[config.mk]
export PLATFORM = sky130hd
export DESIGN_NAME = min_heap_priority_queue
export DESIGN_NICKNAME = d
export VERILOG_FILES = /design/src/sv/mhpq_pkg.sv /design/src/sv/mhpq_dp.sv /design/src/sv/mhpq_ctrl.sv /design/src/sv/min_heap_priority_queue.sv
export SDC_FILE = /design/constraint.sdc
export NUM_CORES = 1
export LEC_CHECK = 0
export BUFFER_PORTS_ARGS = -buffer_cell sky130_fd_sc_hd__buf_4
export CAP_MARGIN = 20
export CORE_MARGIN = 2
export CORE_UTILIZATION = 40
export DETAILED_ROUTE_END_ITERATION = 8
export GPL_TIMING_DRIVEN = 0
export HOLD_SLACK_MARGIN = 0.06
export PLACE_DENSITY = 0.67
export SYNTH_ARGS = -nofsm -noshare
export SYNTH_HDL_FRONTEND = slang
export SYNTH_SLANG_ARGS = --single-unit
[constraint.sdc]
create_clock -name clk -period 8.3 [get_ports clk]
set_clock_uncertainty 0.1 [all_clocks]
set_input_delay 0.83 -clock clk [delete_from_list [all_inputs] [get_ports clk]]
set_output_delay 0.83 -clock clk [all_outputs]
set_load 0.05 [all_outputs]
[src/sv/mhpq_pkg.sv]
// Shared types and constants for the min-heap priority queue.
`default_nettype none

package mhpq_pkg;

    localparam int CAPACITY_DEF = 16;
    localparam int TDATA_W      = 40;
    localparam int TUSER_W      = 3;

    localparam logic signed [31:0] INT_MIN = 32'sh8000_0000;

    typedef enum logic [2:0] {
        REQ_INSERT   = 3'd0,
        REQ_EXTRACT  = 3'd1,
        REQ_DECREASE = 3'd2,
        REQ_DELETE   = 3'd3,
        REQ_PEEK     = 3'd4
    } req_t;

    typedef enum logic [2:0] {
        ST_OK         = 3'd0,
        ST_FULL       = 3'd1,
        ST_EMPTY      = 3'd2,
        ST_BADIDX     = 3'd3,
        ST_NOTSMALLER = 3'd4
    } st_t;

    typedef enum logic [3:0] {
        CMD_IDLE,
        CMD_LOAD,
        CMD_DECODE,
        CMD_FETCH,
        CMD_SUP_RD,
        CMD_SUP_CMP,
        CMD_TK_LAST,
        CMD_TK_LOAD,
        CMD_SDN_L,
        CMD_SDN_R,
        CMD_SDN_CMP,
        CMD_OUT
    } cmd_op_t;

    typedef struct packed {
        req_t req;
        logic full;
        logic empty;
        logic idx_bad;
        logic not_smaller;
        logic pos_root;
        logic parent_gt;
        logic last_one;
        logic lc_out;
        logic stop_down;
    } dp_status_t;

endpackage

`default_nettype wire

[src/sv/mhpq_dp.sv]
// Datapath of the min-heap queue: heap memory, count, sift registers, result register.
`default_nettype none

module mhpq_dp #(
    parameter int CAPACITY = mhpq_pkg::CAPACITY_DEF
) (
    input  logic                clk,
    input  logic                rst_n,
    input  mhpq_pkg::cmd_op_t   cmd,
    input  logic [2:0]          req_in,
    input  logic signed [31:0]  key_in,
    input  logic [3:0]          idx_in,
    output mhpq_pkg::dp_status_t stat,
    output logic signed [31:0]  out_value,
    output logic [2:0]          out_status,
    output logic [4:0]          out_count
);
    import mhpq_pkg::*;

    localparam int PW = $clog2(CAPACITY);
    localparam int CW = $clog2(CAPACITY + 1);
    localparam int LW = PW + 2;
    localparam int IW = ((CW > 4) ? CW : 4) + 1;

    logic signed [31:0] mem [CAPACITY];
    logic signed [31:0] rdata_reg;

    logic [CW-1:0]      cnt_reg, cnt_next;
    logic [PW-1:0]      pos_reg, pos_next;
    logic signed [31:0] cur_reg, cur_next;
    logic signed [31:0] key_reg, key_next;
    logic [3:0]         idx_reg, idx_next;
    req_t               req_reg, req_next;
    logic signed [31:0] res_reg, res_next;
    st_t                sts_reg, sts_next;
    logic signed [31:0] lkey_reg, lkey_next;
    logic signed [31:0] out_value_reg, out_value_next;
    logic [2:0]         out_status_reg, out_status_next;
    logic [4:0]         out_count_reg, out_count_next;

    logic               mem_we;
    logic [PW-1:0]      mem_waddr, mem_raddr;
    logic signed [31:0] mem_wdata;

    logic [LW-1:0]      lc_w, rc_w, cnt_l;
    logic [PW-1:0]      parent, idx_pw, best_pos;
    logic [CW-1:0]      cnt_m1;
    logic [31:0]        cnt_wide;
    logic               rc_in, take_l, take_r;
    logic signed [31:0] bkey, best_key;

    // Index arithmetic.
    assign lc_w     = {1'b0, pos_reg, 1'b1};
    assign rc_w     = lc_w + LW'(1);
    assign cnt_l    = {{(LW-CW){1'b0}}, cnt_reg};
    assign rc_in    = rc_w < cnt_l;
    assign parent   = (pos_reg - PW'(1)) >> 1;
    assign idx_pw   = PW'(idx_reg);
    assign cnt_m1   = cnt_reg - CW'(1);
    assign cnt_wide = 32'(cnt_reg);

    // Pick the smaller child; the right one wins only on a strict compare.
    assign take_l   = lkey_reg < cur_reg;
    assign bkey     = take_l ? lkey_reg : cur_reg;
    assign take_r   = rc_in && (rdata_reg < bkey);
    assign best_pos = take_r ? rc_w[PW-1:0] : lc_w[PW-1:0];
    assign best_key = take_r ? rdata_reg : lkey_reg;

    always_comb
    begin
        stat.req         = req_reg;
        stat.full        = cnt_reg == CW'(CAPACITY);
        stat.empty       = cnt_reg == '0;
        stat.idx_bad     = {{(IW-4){1'b0}}, idx_reg} >= {{(IW-CW){1'b0}}, cnt_reg};
        stat.not_smaller = !(key_reg < rdata_reg);
        stat.pos_root    = pos_reg == '0;
        stat.parent_gt   = rdata_reg > cur_reg;
        stat.last_one    = cnt_reg == CW'(1);
        stat.lc_out      = lc_w >= cnt_l;
        stat.stop_down   = !take_l && !take_r;
    end

    // Memory port control.
    always_comb
    begin
        mem_we    = 1'b0;
        mem_waddr = pos_reg;
        mem_wdata = cur_reg;
        mem_raddr = '0;
        case (cmd)
            CMD_DECODE:
            begin
                if (req_reg == REQ_DECREASE || req_reg == REQ_DELETE)
                    mem_raddr = idx_pw;
            end
            CMD_SUP_RD:
            begin
                mem_raddr = parent;
                mem_we    = stat.pos_root;
            end
            CMD_SUP_CMP:
            begin
                mem_we    = 1'b1;
                mem_wdata = stat.parent_gt ? rdata_reg : cur_reg;
            end
            CMD_TK_LAST: mem_raddr = cnt_m1[PW-1:0];
            CMD_SDN_L:
            begin
                mem_raddr = lc_w[PW-1:0];
                mem_we    = stat.lc_out;
            end
            CMD_SDN_R: mem_raddr = rc_w[PW-1:0];
            CMD_SDN_CMP:
            begin
                mem_we    = 1'b1;
                mem_wdata = stat.stop_down ? cur_reg : best_key;
            end
            default: ;
        endcase
    end

    always_ff @(posedge clk)
    begin
        if (mem_we)
            mem[mem_waddr] <= mem_wdata;
        rdata_reg <= mem[mem_raddr];
    end

    // Register updates.
    always_comb
    begin
        cnt_next        = cnt_reg;
        pos_next        = pos_reg;
        cur_next        = cur_reg;
        key_next        = key_reg;
        idx_next        = idx_reg;
        req_next        = req_reg;
        res_next        = res_reg;
        sts_next        = sts_reg;
        lkey_next       = lkey_reg;
        out_value_next  = out_value_reg;
        out_status_next = out_status_reg;
        out_count_next  = out_count_reg;
        case (cmd)
            CMD_LOAD:
            begin
                req_next = req_t'(req_in);
                key_next = key_in;
                idx_next = idx_in;
                res_next = '0;
                sts_next = ST_OK;
            end
            CMD_DECODE:
            begin
                case (req_reg)
                    REQ_INSERT:
                    begin
                        if (stat.full)
                            sts_next = ST_FULL;
                        else
                        begin
                            pos_next = cnt_reg[PW-1:0];
                            cur_next = key_reg;
                            cnt_next = cnt_reg + CW'(1);
                        end
                    end
                    REQ_EXTRACT, REQ_PEEK:
                    begin
                        if (stat.empty)
                        begin
                            sts_next = ST_EMPTY;
                            res_next = INT_MIN;
                        end
                    end
                    REQ_DECREASE, REQ_DELETE:
                    begin
                        if (stat.idx_bad)
                            sts_next = ST_BADIDX;
                    end
                    default: ;
                endcase
            end
            CMD_FETCH:
            begin
                case (req_reg)
                    REQ_EXTRACT, REQ_PEEK: res_next = rdata_reg;
                    REQ_DECREASE:
                    begin
                        if (stat.not_smaller)
                            sts_next = ST_NOTSMALLER;
                        else
                        begin
                            cur_next = key_reg;
                            pos_next = idx_pw;
                        end
                    end
                    REQ_DELETE:
                    begin
                        res_next = rdata_reg;
                        cur_next = INT_MIN;
                        pos_next = idx_pw;
                    end
                    default: ;
                endcase
            end
            CMD_SUP_CMP:
            begin
                if (stat.parent_gt)
                    pos_next = parent;
            end
            CMD_TK_LAST:
            begin
                cnt_next = cnt_m1;
                pos_next = '0;
            end
            CMD_TK_LOAD: cur_next = rdata_reg;
            CMD_SDN_R:   lkey_next = rdata_reg;
            CMD_SDN_CMP:
            begin
                if (!stat.stop_down)
                    pos_next = best_pos;
            end
            CMD_OUT:
            begin
                out_value_next  = res_reg;
                out_status_next = sts_reg;
                out_count_next  = cnt_wide[4:0];
            end
            default: ;
        endcase
    end

    always_ff @(posedge clk or negedge rst_n)
    begin
        if (!rst_n)
            cnt_reg <= '0;
        else
            cnt_reg <= cnt_next;
    end

    always_ff @(posedge clk)
    begin
        pos_reg        <= pos_next;
        cur_reg        <= cur_next;
        key_reg        <= key_next;
        idx_reg        <= idx_next;
        req_reg        <= req_next;
        res_reg        <= res_next;
        sts_reg        <= sts_next;
        lkey_reg       <= lkey_next;
        out_value_reg  <= out_value_next;
        out_status_reg <= out_status_next;
        out_count_reg  <= out_count_next;
    end

    assign out_value  = out_value_reg;
    assign out_status = out_status_reg;
    assign out_count  = out_count_reg;

endmodule

`default_nettype wire

[src/sv/mhpq_ctrl.sv]
// Controller state machine of the min-heap queue: sequences requests and owns the handshakes.
`default_nettype none

module mhpq_ctrl (
    input  logic                 clk,
    input  logic                 rst_n,
    input  logic                 s_tvalid,
    output logic                 s_tready,
    output logic                 m_tvalid,
    input  logic                 m_tready,
    input  mhpq_pkg::dp_status_t stat,
    output mhpq_pkg::cmd_op_t    cmd
);
    import mhpq_pkg::*;

    typedef enum logic [10:0] {
        S_IDLE    = 11'b000_0000_0001,
        S_DECODE  = 11'b000_0000_0010,
        S_FETCH   = 11'b000_0000_0100,
        S_SUP_RD  = 11'b000_0000_1000,
        S_SUP_CMP = 11'b000_0001_0000,
        S_TK_LAST = 11'b000_0010_0000,
        S_TK_LOAD = 11'b000_0100_0000,
        S_SDN_L   = 11'b000_1000_0000,
        S_SDN_R   = 11'b001_0000_0000,
        S_SDN_CMP = 11'b010_0000_0000,
        S_FINISH  = 11'b100_0000_0000
    } state_t;

    state_t state_reg, state_next;
    logic   out_valid_reg, out_valid_next;
    state_t after_up;

    // A delete continues into root removal once its slot has climbed.
    assign after_up = (stat.req == REQ_DELETE) ? S_TK_LAST : S_FINISH;

    always_comb
    begin
        state_next     = state_reg;
        cmd            = CMD_IDLE;
        out_valid_next = out_valid_reg && !m_tready;
        case (state_reg)
            S_IDLE:
            begin
                if (s_tvalid)
                begin
                    cmd        = CMD_LOAD;
                    state_next = S_DECODE;
                end
            end
            S_DECODE:
            begin
                cmd = CMD_DECODE;
                case (stat.req)
                    REQ_INSERT:
                        state_next = stat.full ? S_FINISH : S_SUP_RD;
                    REQ_EXTRACT, REQ_PEEK:
                        state_next = stat.empty ? S_FINISH : S_FETCH;
                    REQ_DECREASE, REQ_DELETE:
                        state_next = stat.idx_bad ? S_FINISH : S_FETCH;
                    default:
                        state_next = S_FINISH;
                endcase
            end
            S_FETCH:
            begin
                cmd = CMD_FETCH;
                case (stat.req)
                    REQ_EXTRACT:  state_next = S_TK_LAST;
                    REQ_DECREASE: state_next = stat.not_smaller ? S_FINISH : S_SUP_RD;
                    REQ_DELETE:   state_next = S_SUP_RD;
                    default:      state_next = S_FINISH;
                endcase
            end
            S_SUP_RD:
            begin
                cmd        = CMD_SUP_RD;
                state_next = stat.pos_root ? after_up : S_SUP_CMP;
            end
            S_SUP_CMP:
            begin
                cmd        = CMD_SUP_CMP;
                state_next = stat.parent_gt ? S_SUP_RD : after_up;
            end
            S_TK_LAST:
            begin
                cmd        = CMD_TK_LAST;
                state_next = stat.last_one ? S_FINISH : S_TK_LOAD;
            end
            S_TK_LOAD:
            begin
                cmd        = CMD_TK_LOAD;
                state_next = S_SDN_L;
            end
            S_SDN_L:
            begin
                cmd        = CMD_SDN_L;
                state_next = stat.lc_out ? S_FINISH : S_SDN_R;
            end
            S_SDN_R:
            begin
                cmd        = CMD_SDN_R;
                state_next = S_SDN_CMP;
            end
            S_SDN_CMP:
            begin
                cmd        = CMD_SDN_CMP;
                state_next = stat.stop_down ? S_FINISH : S_SDN_L;
            end
            S_FINISH:
            begin
                // Hold until the result register is free or drains this cycle.
                if (!out_valid_reg || m_tready)
                begin
                    cmd            = CMD_OUT;
                    out_valid_next = 1'b1;
                    state_next     = S_IDLE;
                end
            end
            default: state_next = S_IDLE;
        endcase
    end

    always_ff @(posedge clk or negedge rst_n)
    begin
        if (!rst_n)
        begin
            state_reg     <= S_IDLE;
            out_valid_reg <= 1'b0;
        end
        else
        begin
            state_reg     <= state_next;
            out_valid_reg <= out_valid_next;
        end
    end

    assign s_tready = state_reg == S_IDLE;
    assign m_tvalid = out_valid_reg;

endmodule

`default_nettype wire

[src/sv/min_heap_priority_queue.sv]
// Top level of the min-heap priority queue: controller, datapath and stream ports.
//
//  Channel  | Dir | tdata (low bit up)                          | tuser
//  ---------+-----+---------------------------------------------+-------------------
//  s_*      | in  | key_value[31:0], entry_index[35:32], 0 pad  | req_type[2:0]
//  m_*      | out | result_value[31:0], entry_count[36:32], pad | status[2:0]
//
//  One request at a time; an insert or a decrease climbs level by level toward the root, an
//  extract sinks the new root level by level, and a delete does both. The single read port
//  of the heap memory paces each step: a climb step reads the parent and then compares, a
//  sink step reads the left and then the right child and then compares. Removing the only key skips the sink.
//  Peek and rejected requests take no sift steps.
//  Reset clears the entry count and the handshakes; the heap memory is not cleared.
//  The result waits in an output register, so the next request is taken and worked on
//  while m_tready is low; it stalls only when its own result is ready.
`default_nettype none

module min_heap_priority_queue #(
    parameter int CAPACITY = mhpq_pkg::CAPACITY_DEF
) (
    input  logic                          clk,
    input  logic                          rst_n,
    input  logic                          s_tvalid,
    output logic                          s_tready,
    // key_value[31:0], entry_index[35:32], zero fill [39:36]
    input  logic [mhpq_pkg::TDATA_W-1:0]  s_tdata,
    // req_type[2:0]
    input  logic [mhpq_pkg::TUSER_W-1:0]  s_tuser,
    output logic                          m_tvalid,
    input  logic                          m_tready,
    // result_value[31:0], entry_count[36:32], zero fill [39:37]
    output logic [mhpq_pkg::TDATA_W-1:0]  m_tdata,
    // status[2:0]
    output logic [mhpq_pkg::TUSER_W-1:0]  m_tuser
);
    import mhpq_pkg::*;

    cmd_op_t            cmd;
    dp_status_t         stat;
    logic signed [31:0] out_value;
    logic [2:0]         out_status;
    logic [4:0]         out_count;

    mhpq_ctrl u_ctrl (
        .clk      (clk),
        .rst_n    (rst_n),
        .s_tvalid (s_tvalid),
        .s_tready (s_tready),
        .m_tvalid (m_tvalid),
        .m_tready (m_tready),
        .stat     (stat),
        .cmd      (cmd)
    );

    mhpq_dp #(
        .CAPACITY (CAPACITY)
    ) u_dp (
        .clk        (clk),
        .rst_n      (rst_n),
        .cmd        (cmd),
        .req_in     (s_tuser[2:0]),
        .key_in     (s_tdata[31:0]),
        .idx_in     (s_tdata[35:32]),
        .stat       (stat),
        .out_value  (out_value),
        .out_status (out_status),
        .out_count  (out_count)
    );

    // Pack the result beat.
    assign m_tdata = {3'b000, out_count, out_value};
    assign m_tuser = out_status;

    // Once a request is taken, s_tready is low in the cycle after.
    assert property (@(posedge clk) disable iff (!rst_n)
        s_tvalid && s_tready |=> !s_tready)
        else $error("request accepted back to back");

    // An empty report carries the sentinel minimum and a zero count.
    assert property (@(posedge clk) disable iff (!rst_n)
        m_tvalid && (m_tuser == ST_EMPTY) |->
            (m_tdata[31:0] == INT_MIN) && (m_tdata[36:32] == 5'd0))
        else $error("empty result with wrong value or count");

    // A full report comes only with the heap at capacity.
    assert property (@(posedge clk) disable iff (!rst_n)
        m_tvalid && (m_tuser == ST_FULL) |-> m_tdata[36:32] == 5'(CAPACITY))
        else $error("full result below capacity");

endmodule

`default_nettype wire

Word level (Yosys, flattened, before mapping)
Memory sizes are Yosys's and may differ from the RTL's. A register that Yosys moved wholly into a read port is not among the register bits.
Cells that the tools add are included.

word-level totals
  bits of input ports = 47
  memories = 1
  bits in registers = 199
  RAM bits = 512

memory list
  name      words  width  rd ports  clocked after memory_dff  write ports  line           source
  u_dp.mem  16     32     1         1                         1            mhpq_dp.sv:25  logic signed [31:0] mem [CAPACITY];

operators by class
  equality and inequality tests = 45
  reduce and logical (&&, ||, !) cells = 26
  muxes and demuxes = 57
  $add $sub $neg = 4
  $lt $le $gt $ge = 7

operators with widths
  kind                                              count
  two-way mux 32 bit                                10
  one-hot mux 32 bit (3 select lines)               2
  two-way mux 11 bit                                12
  one-hot mux 32 bit (2 select lines)               2
  one-hot mux 11 bit (11 select lines)              1
  < comparator 32 bit                               3
  one-hot mux 11 bit (3 select lines)               2
  one-hot mux 4 bit (11 select lines)               1
  one-hot mux 4 bit (5 select lines)                2
  > comparator 32 bit                               1
  two-way mux 4 bit                                 8
  != test 2 bit (second input constant)             10
  one-hot mux 3 bit (3 select lines)                2
  == test 4 x 3 -> 1 bit (second input constant)    4
  == test 4 bit (second input constant)             4
  two-way mux 3 bit                                 5
  AND reduction 7 bit                               2
  != test 3 bit (second input constant)             4
  == test 11 x 1 -> 1 bit (second input constant)   1
  == test 11 x 10 -> 1 bit (second input constant)  1
  == test 11 bit (second input constant)            1
  == test 11 x 2 -> 1 bit (second input constant)   1
  == test 11 x 3 -> 1 bit (second input constant)   1
  == test 11 x 4 -> 1 bit (second input constant)   1
  other kinds (42)                                  58

Depth between registers and ports, before layout
  depth after elaboration = 9
  mapped depth = 21
  gate-level depth less buffers = 18

Cells and area by module
A second synthesis with hierarchy kept.

unflattened totals
  cells, all modules = 2533
  area, all modules = 33145.5 um^2

by module, submodules not included
  module                   times used  area an instance (um^2)  cells an instance
  mhpq_dp                  1           32238.4                  2428
  mhpq_ctrl                1           880.8                    101
  min_heap_priority_queue  1           26.3                     4

Least setup slack after synthesis
No wires, ideal clock.

  path type = reg-to-reg
  start = register u_ctrl.state_reg[5]
  end = register u_dp.cur_reg[0] (enable)
  stages on the path, launching flop included = 10
  setup time = 0.470 ns
  path slack = 1.450 ns
  required time = 7.730 ns
  period minus slack after synthesis = 6.850 ns
  buffers on the path = 1
  arrival = 6.280 ns
  cell sequence = dfrtp_1 > buf_2 > nor4_2 > nand3_1 > or3b_2 > nor2b_1 > or4_4 > o31a_1 > nor2_1 > a211oi_1

on the way
  word-level cells in the longest chain between the ends = 5
  elaborated cells on any way between the ends = 21
  classes of those cells = eq/ne: 18; mux: 1; reduce/logical: 2

ends and longest elaborated chain
  item                                                              line              source
  start, declared                                                   mhpq_ctrl.sv:30   state_t state_reg, state_next;
  start signal, assigned                                            mhpq_ctrl.sv:133  state_reg <= state_next;
  == test 11 bit (tied with other cells)                            mhpq_ctrl.sv:42   case (state_reg)
  one-hot mux 4 bit (11 select lines) *                             mhpq_ctrl.sv:42
  == test 4 x 2 -> 1 bit or == test 4 x 3 -> 1 bit (tied branches)  mhpq_dp.sv:144    case (cmd)
  != test 3 x 2 -> 1 bit (no line) (tied with other cells)          -
  AND reduction 5 bit (no line) *                                   -
  end signal, assigned                                              mhpq_dp.sv:244    cur_reg <= cur_next;
  end, declared                                                     mhpq_dp.sv:30     logic signed [31:0] cur_reg, cur_next;

Mark *: on every way between the ends. The rest lies on a longest branch, timed or not.
A chain may end at the register's enable or synchronous reset.

Worst setup path after layout
  start = register u_dp.cur_reg[10]
  end = memory u_dp.mem[13][20], data pin

on the way
  word-level cells in the longest chain between the ends = 8
  elaborated cells on any way between the ends = 12
  classes of those cells = order compare: 3; mux: 5; reduce/logical: 4

ends and longest elaborated chain
  item                                   line            source
  < comparator 32 bit                    mhpq_dp.sv:63   assign take_l = lkey_reg < cur_reg;
  two-way mux 32 bit                     mhpq_dp.sv:64   assign bkey = take_l ? lkey_reg : cur_reg;
  < comparator 32 bit                    mhpq_dp.sv:65   assign take_r = rc_in && (rdata_reg < bkey);
  logical AND 1 bit                      mhpq_dp.sv:65
  logical NOT 1 bit                      mhpq_dp.sv:80   stat.stop_down = !take_l && !take_r;
  logical AND 1 bit                      mhpq_dp.sv:80
  two-way mux 32 bit                     mhpq_dp.sv:116  mem_wdata = stat.stop_down ? cur_reg : best_key;
  one-hot mux 32 bit (2 select lines) *  mhpq_dp.sv:90   case (cmd)
  via u_dp.mem_wdata[20]                 mhpq_dp.sv:43   logic signed [31:0] mem_wdata;
  end, declared                          mhpq_dp.sv:25

Mark *: on every way through the listed nets, which the timed path passes. The rest lies on a longest branch.

==> impl_results.html <==
<table>
<tr><th>Metric</th><th>Value</th></tr>
<tr><th colspan="2">Worst setup path</th></tr>
<tr><td>CP arrival</td><td>7.00 ns</td></tr>
<tr><td>Worst Setup Path Type</td><td>flip-flop to flip-flop</td></tr>
<tr><td>Worst stage delay on the critical path</td><td>approximately 0.6 ns</td></tr>
<tr><td>Largest delay share family, worst path</td><td>compound AO/OA/AOI/OAI gates</td></tr>
<tr><td>Critical Path, Cell by Cell</td><td>inv_1 &gt; ha_1 &gt; and4_1 &gt; or4b_1 &gt; a31oi_1 &gt; a211o_1 &gt; buf_2 &gt; buf_2 &gt; mux2i_1 &gt; ha_1 &gt; a21o_1 &gt; a21o_1 &gt; a221o_1 &gt; a221oi_1 &gt; nand3_1 &gt; and4b_1 &gt; a211oi_4 &gt; buf_2 &gt; a22oi_1 &gt; o21ai_2</td></tr>
<tr><td>Type of destination of the critical path</td><td>flip-flop</td></tr>
<tr><td>Most common cell on crit path</td><td>sky130_fd_sc_hd__buf_2</td></tr>
<tr><td>CP Buf/Inv Count</td><td>4</td></tr>
<tr><td>Critical path fanouts, max</td><td>16</td></tr>
<tr><td>Req. time, crit path</td><td>~8.5 ns</td></tr>
<tr><td>Type of origin of the critical path</td><td>flip-flop</td></tr>
<tr><td>Worst path slowest cell</td><td>sky130_fd_sc_hd__a211oi_4</td></tr>
<tr><th colspan="2">Clocking</th></tr>
<tr><td># H-tree levels</td><td>3</td></tr>
<tr><td>Clock slew at the register clock pins of the worst setup and hold paths</td><td>0.06 ns</td></tr>
<tr><td># resized after CTS</td><td>0</td></tr>
<tr><td>Number of buffers on the longest clock path</td><td>3</td></tr>
<tr><td>Clk Latency, worst-skew pair</td><td>between 0.6 and 0.7 ns</td></tr>
<tr><td>Clock sink count</td><td>743</td></tr>
<tr><td>Post-CTS Setup Bufs</td><td>0</td></tr>
<tr><td>TritonCTS clock tree</td><td>done</td></tr>
<tr><td>Total clock buffers created by CTS</td><td>between 70 and 80</td></tr>
<tr><td>Number of hold buffers added after cts</td><td>1</td></tr>
<tr><td>Cell at the root of the clock tree</td><td>sky130_fd_sc_hd__clkbuf_16</td></tr>
<tr><th colspan="2">Cells and area</th></tr>
<tr><td>Leading cell type in the layout, fill and taps excluded</td><td>sky130_fd_sc_hd__edfxtp_1</td></tr>
<tr><td>Synthesis-to-layout area growth</td><td>16.7%</td></tr>
<tr><td>Layout cell share with drive strength beyond 1</td><td>0.214</td></tr>
<tr><td>Max reg flops</td><td>between 500 and 600</td></tr>
<tr><td>Post-Layout Cell Count</td><td>~3200</td></tr>
<tr><td># nets final</td><td>2299</td></tr>
<tr><td>Antenna cells</td><td>0</td></tr>
<tr><td>Commonest cells after routing, fill and taps aside</td><td>sky130_fd_sc_hd__edfxtp_1, sky130_fd_sc_hd__ha_1, sky130_fd_sc_hd__mux2i_1</td></tr>
<tr><td>Register with the most flip-flops</td><td>u_dp.mem</td></tr>
<tr><td>Summed area of non-filler cells in the final layout</td><td>between 30000 and 40000 um^2</td></tr>
<tr><td>Post-layout utilization of the core</td><td>0.474</td></tr>
<tr><th colspan="2">Detailed routing</th></tr>
<tr><td>First-pass DRT Iterations</td><td>6</td></tr>
<tr><td>Number of DRC markers in iteration 0</td><td>about 2200</td></tr>
<tr><td>Post-detailed-route count of antenna-violating nets</td><td>0</td></tr>
<tr><td>Vias per cell</td><td>~5.7</td></tr>
<tr><td>Top routing layer in use</td><td>met4</td></tr>
<tr><td>Routed wire per std cell</td><td>roughly 25 um</td></tr>
<tr><td>Number of vias after detailed routing</td><td>roughly 18000</td></tr>
<tr><td>Met3 WL</td><td>about 6700 um</td></tr>
<tr><td>Final Routed Wirelength</td><td>81700 um</td></tr>
<tr><td>Met1 wire length</td><td>33700 um</td></tr>
<tr><td>DRC violations left</td><td>0</td></tr>
<tr><td>Length of routed met2 wiring</td><td>approximately 39000 um</td></tr>
<tr><th colspan="2">Floorplan</th></tr>
<tr><td>Core area</td><td>79300 um^2</td></tr>
<tr><td>Number of core rows</td><td>roughly 100</td></tr>
<tr><td>Width of the die</td><td>288 um</td></tr>
<tr><td>Boundary Pins</td><td>92</td></tr>
<tr><td>Initial core utilization</td><td>0.406</td></tr>
<tr><td>Full die area</td><td>just over 80000 um^2</td></tr>
<tr><td>Die Y-Extent</td><td>288 um</td></tr>
<tr><th colspan="2">Synthesis</th></tr>
<tr><td>Flip-flop and latch count after synthesis</td><td>approximately 740</td></tr>
<tr><td>Synthesized-area fraction occupied by ao, oa, aoi and oai cells</td><td>0.0595</td></tr>
<tr><td>Cell count after synthesis</td><td>1885</td></tr>
<tr><td>Sequential area share after synthesis</td><td>0.681</td></tr>
<tr><td>Adder and majority gate portion of the synthesized area</td><td>0.0568</td></tr>
<tr><td>Simple-gate share of the synthesized area</td><td>0.0413</td></tr>
<tr><td>Multiplexer share of the synthesized area</td><td>0.131</td></tr>
<tr><td>Area share of xor/xnor cells in the synthesized design</td><td>0.00436</td></tr>
<tr><td>Number of enable-type register cells in the synthesized netlist</td><td>slightly below 700</td></tr>
<tr><td>Share of flip-flops with an asynchronous set or reset after synthesis</td><td>0.0229</td></tr>
<tr><td>Post-Syn Area</td><td>around 32000 um^2</td></tr>
<tr><td>Yosys warning count</td><td>0</td></tr>
<tr><td>Number of library cell types mapped by synthesis</td><td>between 70 and 80</td></tr>
<tr><td>Combinational family with the most area after synthesis</td><td>multiplexers</td></tr>
<tr><td>Most used DFF post-synth</td><td>sky130_fd_sc_hd__edfxtp_1</td></tr>
<tr><td>Average cell area after synthesis</td><td>between 15 and 20 um^2</td></tr>
<tr><th colspan="2">Global route</th></tr>
<tr><td>Number of antenna violations at the first check in global routing</td><td>3</td></tr>
<tr><td>Vias in the first global route</td><td>18191</td></tr>
<tr><td>Wire length of the first global-routing pass</td><td>119000 um</td></tr>
<tr><td>Gr usage total</td><td>0.197</td></tr>
<tr><td>Overflow left after global routing</td><td>0</td></tr>
<tr><td>Pin count of the biggest net entering global routing</td><td>37</td></tr>
<tr><th colspan="2">Place</th></tr>
<tr><td>Worst setup slack before clock tree synthesis</td><td>1.12 ns</td></tr>
<tr><td>Routability congestion estimate</td><td>between 0.8 and 0.9</td></tr>
<tr><td>Placed standard-cell area</td><td>between 30000 and 40000 um^2</td></tr>
<tr><td>DP HPWL</td><td>~57000 um</td></tr>
<tr><td>Placed cell count</td><td>3047</td></tr>
<tr><td>Buffers added on ports</td><td>84</td></tr>
<tr><th colspan="2">Pwr</th></tr>
<tr><td>Leakage power of the design</td><td>roughly 14 nW</td></tr>
<tr><td>Peak VDD IR</td><td>0.136 mV</td></tr>
<tr><td>Power per Cell Area</td><td>253 nW/um^2</td></tr>
<tr><td>Overall power</td><td>9.51 mW</td></tr>
<tr><th colspan="2">Timing</th></tr>
<tr><td>Setup repair after global routing missed its margin</td><td>no</td></tr>
<tr><td>Smallest hold slack</td><td>~0.28 ns</td></tr>
<tr><td>Max-slew headroom</td><td>0.338</td></tr>
<tr><td>Final critical-path setup slack</td><td>between 1.5 and 2 ns</td></tr>
<tr><td>Final Setup Violations</td><td>0</td></tr>
<tr><td>Transition time at the pin with the least slew margin</td><td>approximately 0.99 ns</td></tr>
<tr><td>FMAX</td><td>147 MHz</td></tr>
<tr><td>Post-route minimum period</td><td>approximately 6.8 ns</td></tr>
<tr><td>Aggregate negative setup slack</td><td>0 ns</td></tr>
<tr><td>Share of the clock period used by the worst path</td><td>0.818</td></tr>
<tr><td>Max-slew violation count</td><td>0</td></tr>
<tr><td>Final Hold Viols</td><td>0</td></tr>
<tr><th colspan="2">Hold path</th></tr>
<tr><td>Path category of the worst min-delay check</td><td>primary input to flip-flop</td></tr>
<tr><th colspan="2">Run status</th></tr>
<tr><td>Outcome</td><td>finished clean</td></tr>
<tr><th colspan="2">Flow run</th></tr>
<tr><td>Reported max-cap violation count</td><td>0</td></tr>
</table>
[cell families (layout without fill, tap and decap cells)]
group                      after synthesis  after routing
AOI/OAI and AO/OA                      277            277
xor gates and xnor gates                16             16
adders and majority gates              146            146
buffers and inverters                  190            472
DFF                                    743            743
muxes                                  260            260
other                                    1              3
and+or+nand+nor                        252            252
[worst paths after layout]
path | startpoint | to | slack, ns | cells past startpoint
worst max-delay path | u_dp.cur_reg[10] | u_dp.mem[13][20] | 1.51 | 20
worst min-delay path | s_tdata[33] | u_dp.idx_pw[1] | 0.28 | 1
worst max register to register | u_dp.cur_reg[10] | u_dp.mem[13][20] | 1.51 | 20
worst min register to register | u_dp.res_reg[9] | u_dp.out_value[9] | 0.31 | 0
max in group asynchronous | rst_n | u_ctrl.state_reg[0] | 7.34 | 2
min in group asynchronous | rst_n | u_ctrl.m_tvalid | 0.50 | 2
[per-layer routing]
metal / global-route usage / vias up
met4: 0.0698 / 0
met2: 0.318 / 812
met1: 0.268 / 9281
met5: 0 / -
met3: 0.0363 / 147
li1: - / 7949
[final cells by class]
type	instances	area (um^2)
inverters	116	435
flip-flops and latches	743	21900
clock buffers	107	2140
fillers	6636	41700
multi-input cells	954	9490
clock inverters	37	352
well taps	1050	1310
repair buffers	138	1490
plain buffers	74	402
[cells in the mapped netlist (all sizes together) (3+ instances only)]
cell / n / area share
a2111oi: 4 / 0.0011
a211o: 5 / 0.0014
a211oi: 13 / 0.0040
a21boi: 4 / 0.0011
a21o: 28 / 0.0065
a21oi: 41 / 0.0064
a221oi: 4 / 0.0011
a22o: 31 / 0.0084
a22oi: 33 / 0.0077
a31oi: 8 / 0.0016
and2: 17 / 0.0033
and3: 10 / 0.0019
and3b: 4 / 0.0011
and4: 3 / 0.00082
and4b: 4 / 0.0012
buf: 52 / 0.0099
clkbuf: 22 / 0.0026
dfrtp: 16 / 0.012
dfxtp: 32 / 0.020
edfxtp: 694 / 0.65
ha: 146 / 0.057
inv: 115 / 0.013
mux2i: 130 / 0.040
mux4: 128 / 0.090
nand2: 44 / 0.0051
nand2b: 5 / 0.00097
nand3: 19 / 0.0030
nand4: 23 / 0.0045
nand4b: 4 / 0.0015
nor2: 77 / 0.0090
nor2b: 7 / 0.0014
nor3: 15 / 0.0023
nor3b: 7 / 0.0019
nor4: 3 / 0.00078
o211ai: 11 / 0.0026
o21a: 9 / 0.0021
o21ai: 65 / 0.010
o221ai: 4 / 0.0011
o22ai: 3 / 0.00058
xnor2: 12 / 0.0033
xor2: 4 / 0.0011
[power breakdown]
group / switching [mW] / leakage, nW / total (mW) / internal, mW
combinational: 0.943 / 5.81 / 1.53 / 0.582
sequential: 0.154 / 6.78 / 4.59 / 4.43
clock: 1.47 / 1.19 / 3.40 / 1.93
total: 2.57 / 13.8 / 9.51 / 6.95
No activity file was read; power rests on OpenSTA's default activity.
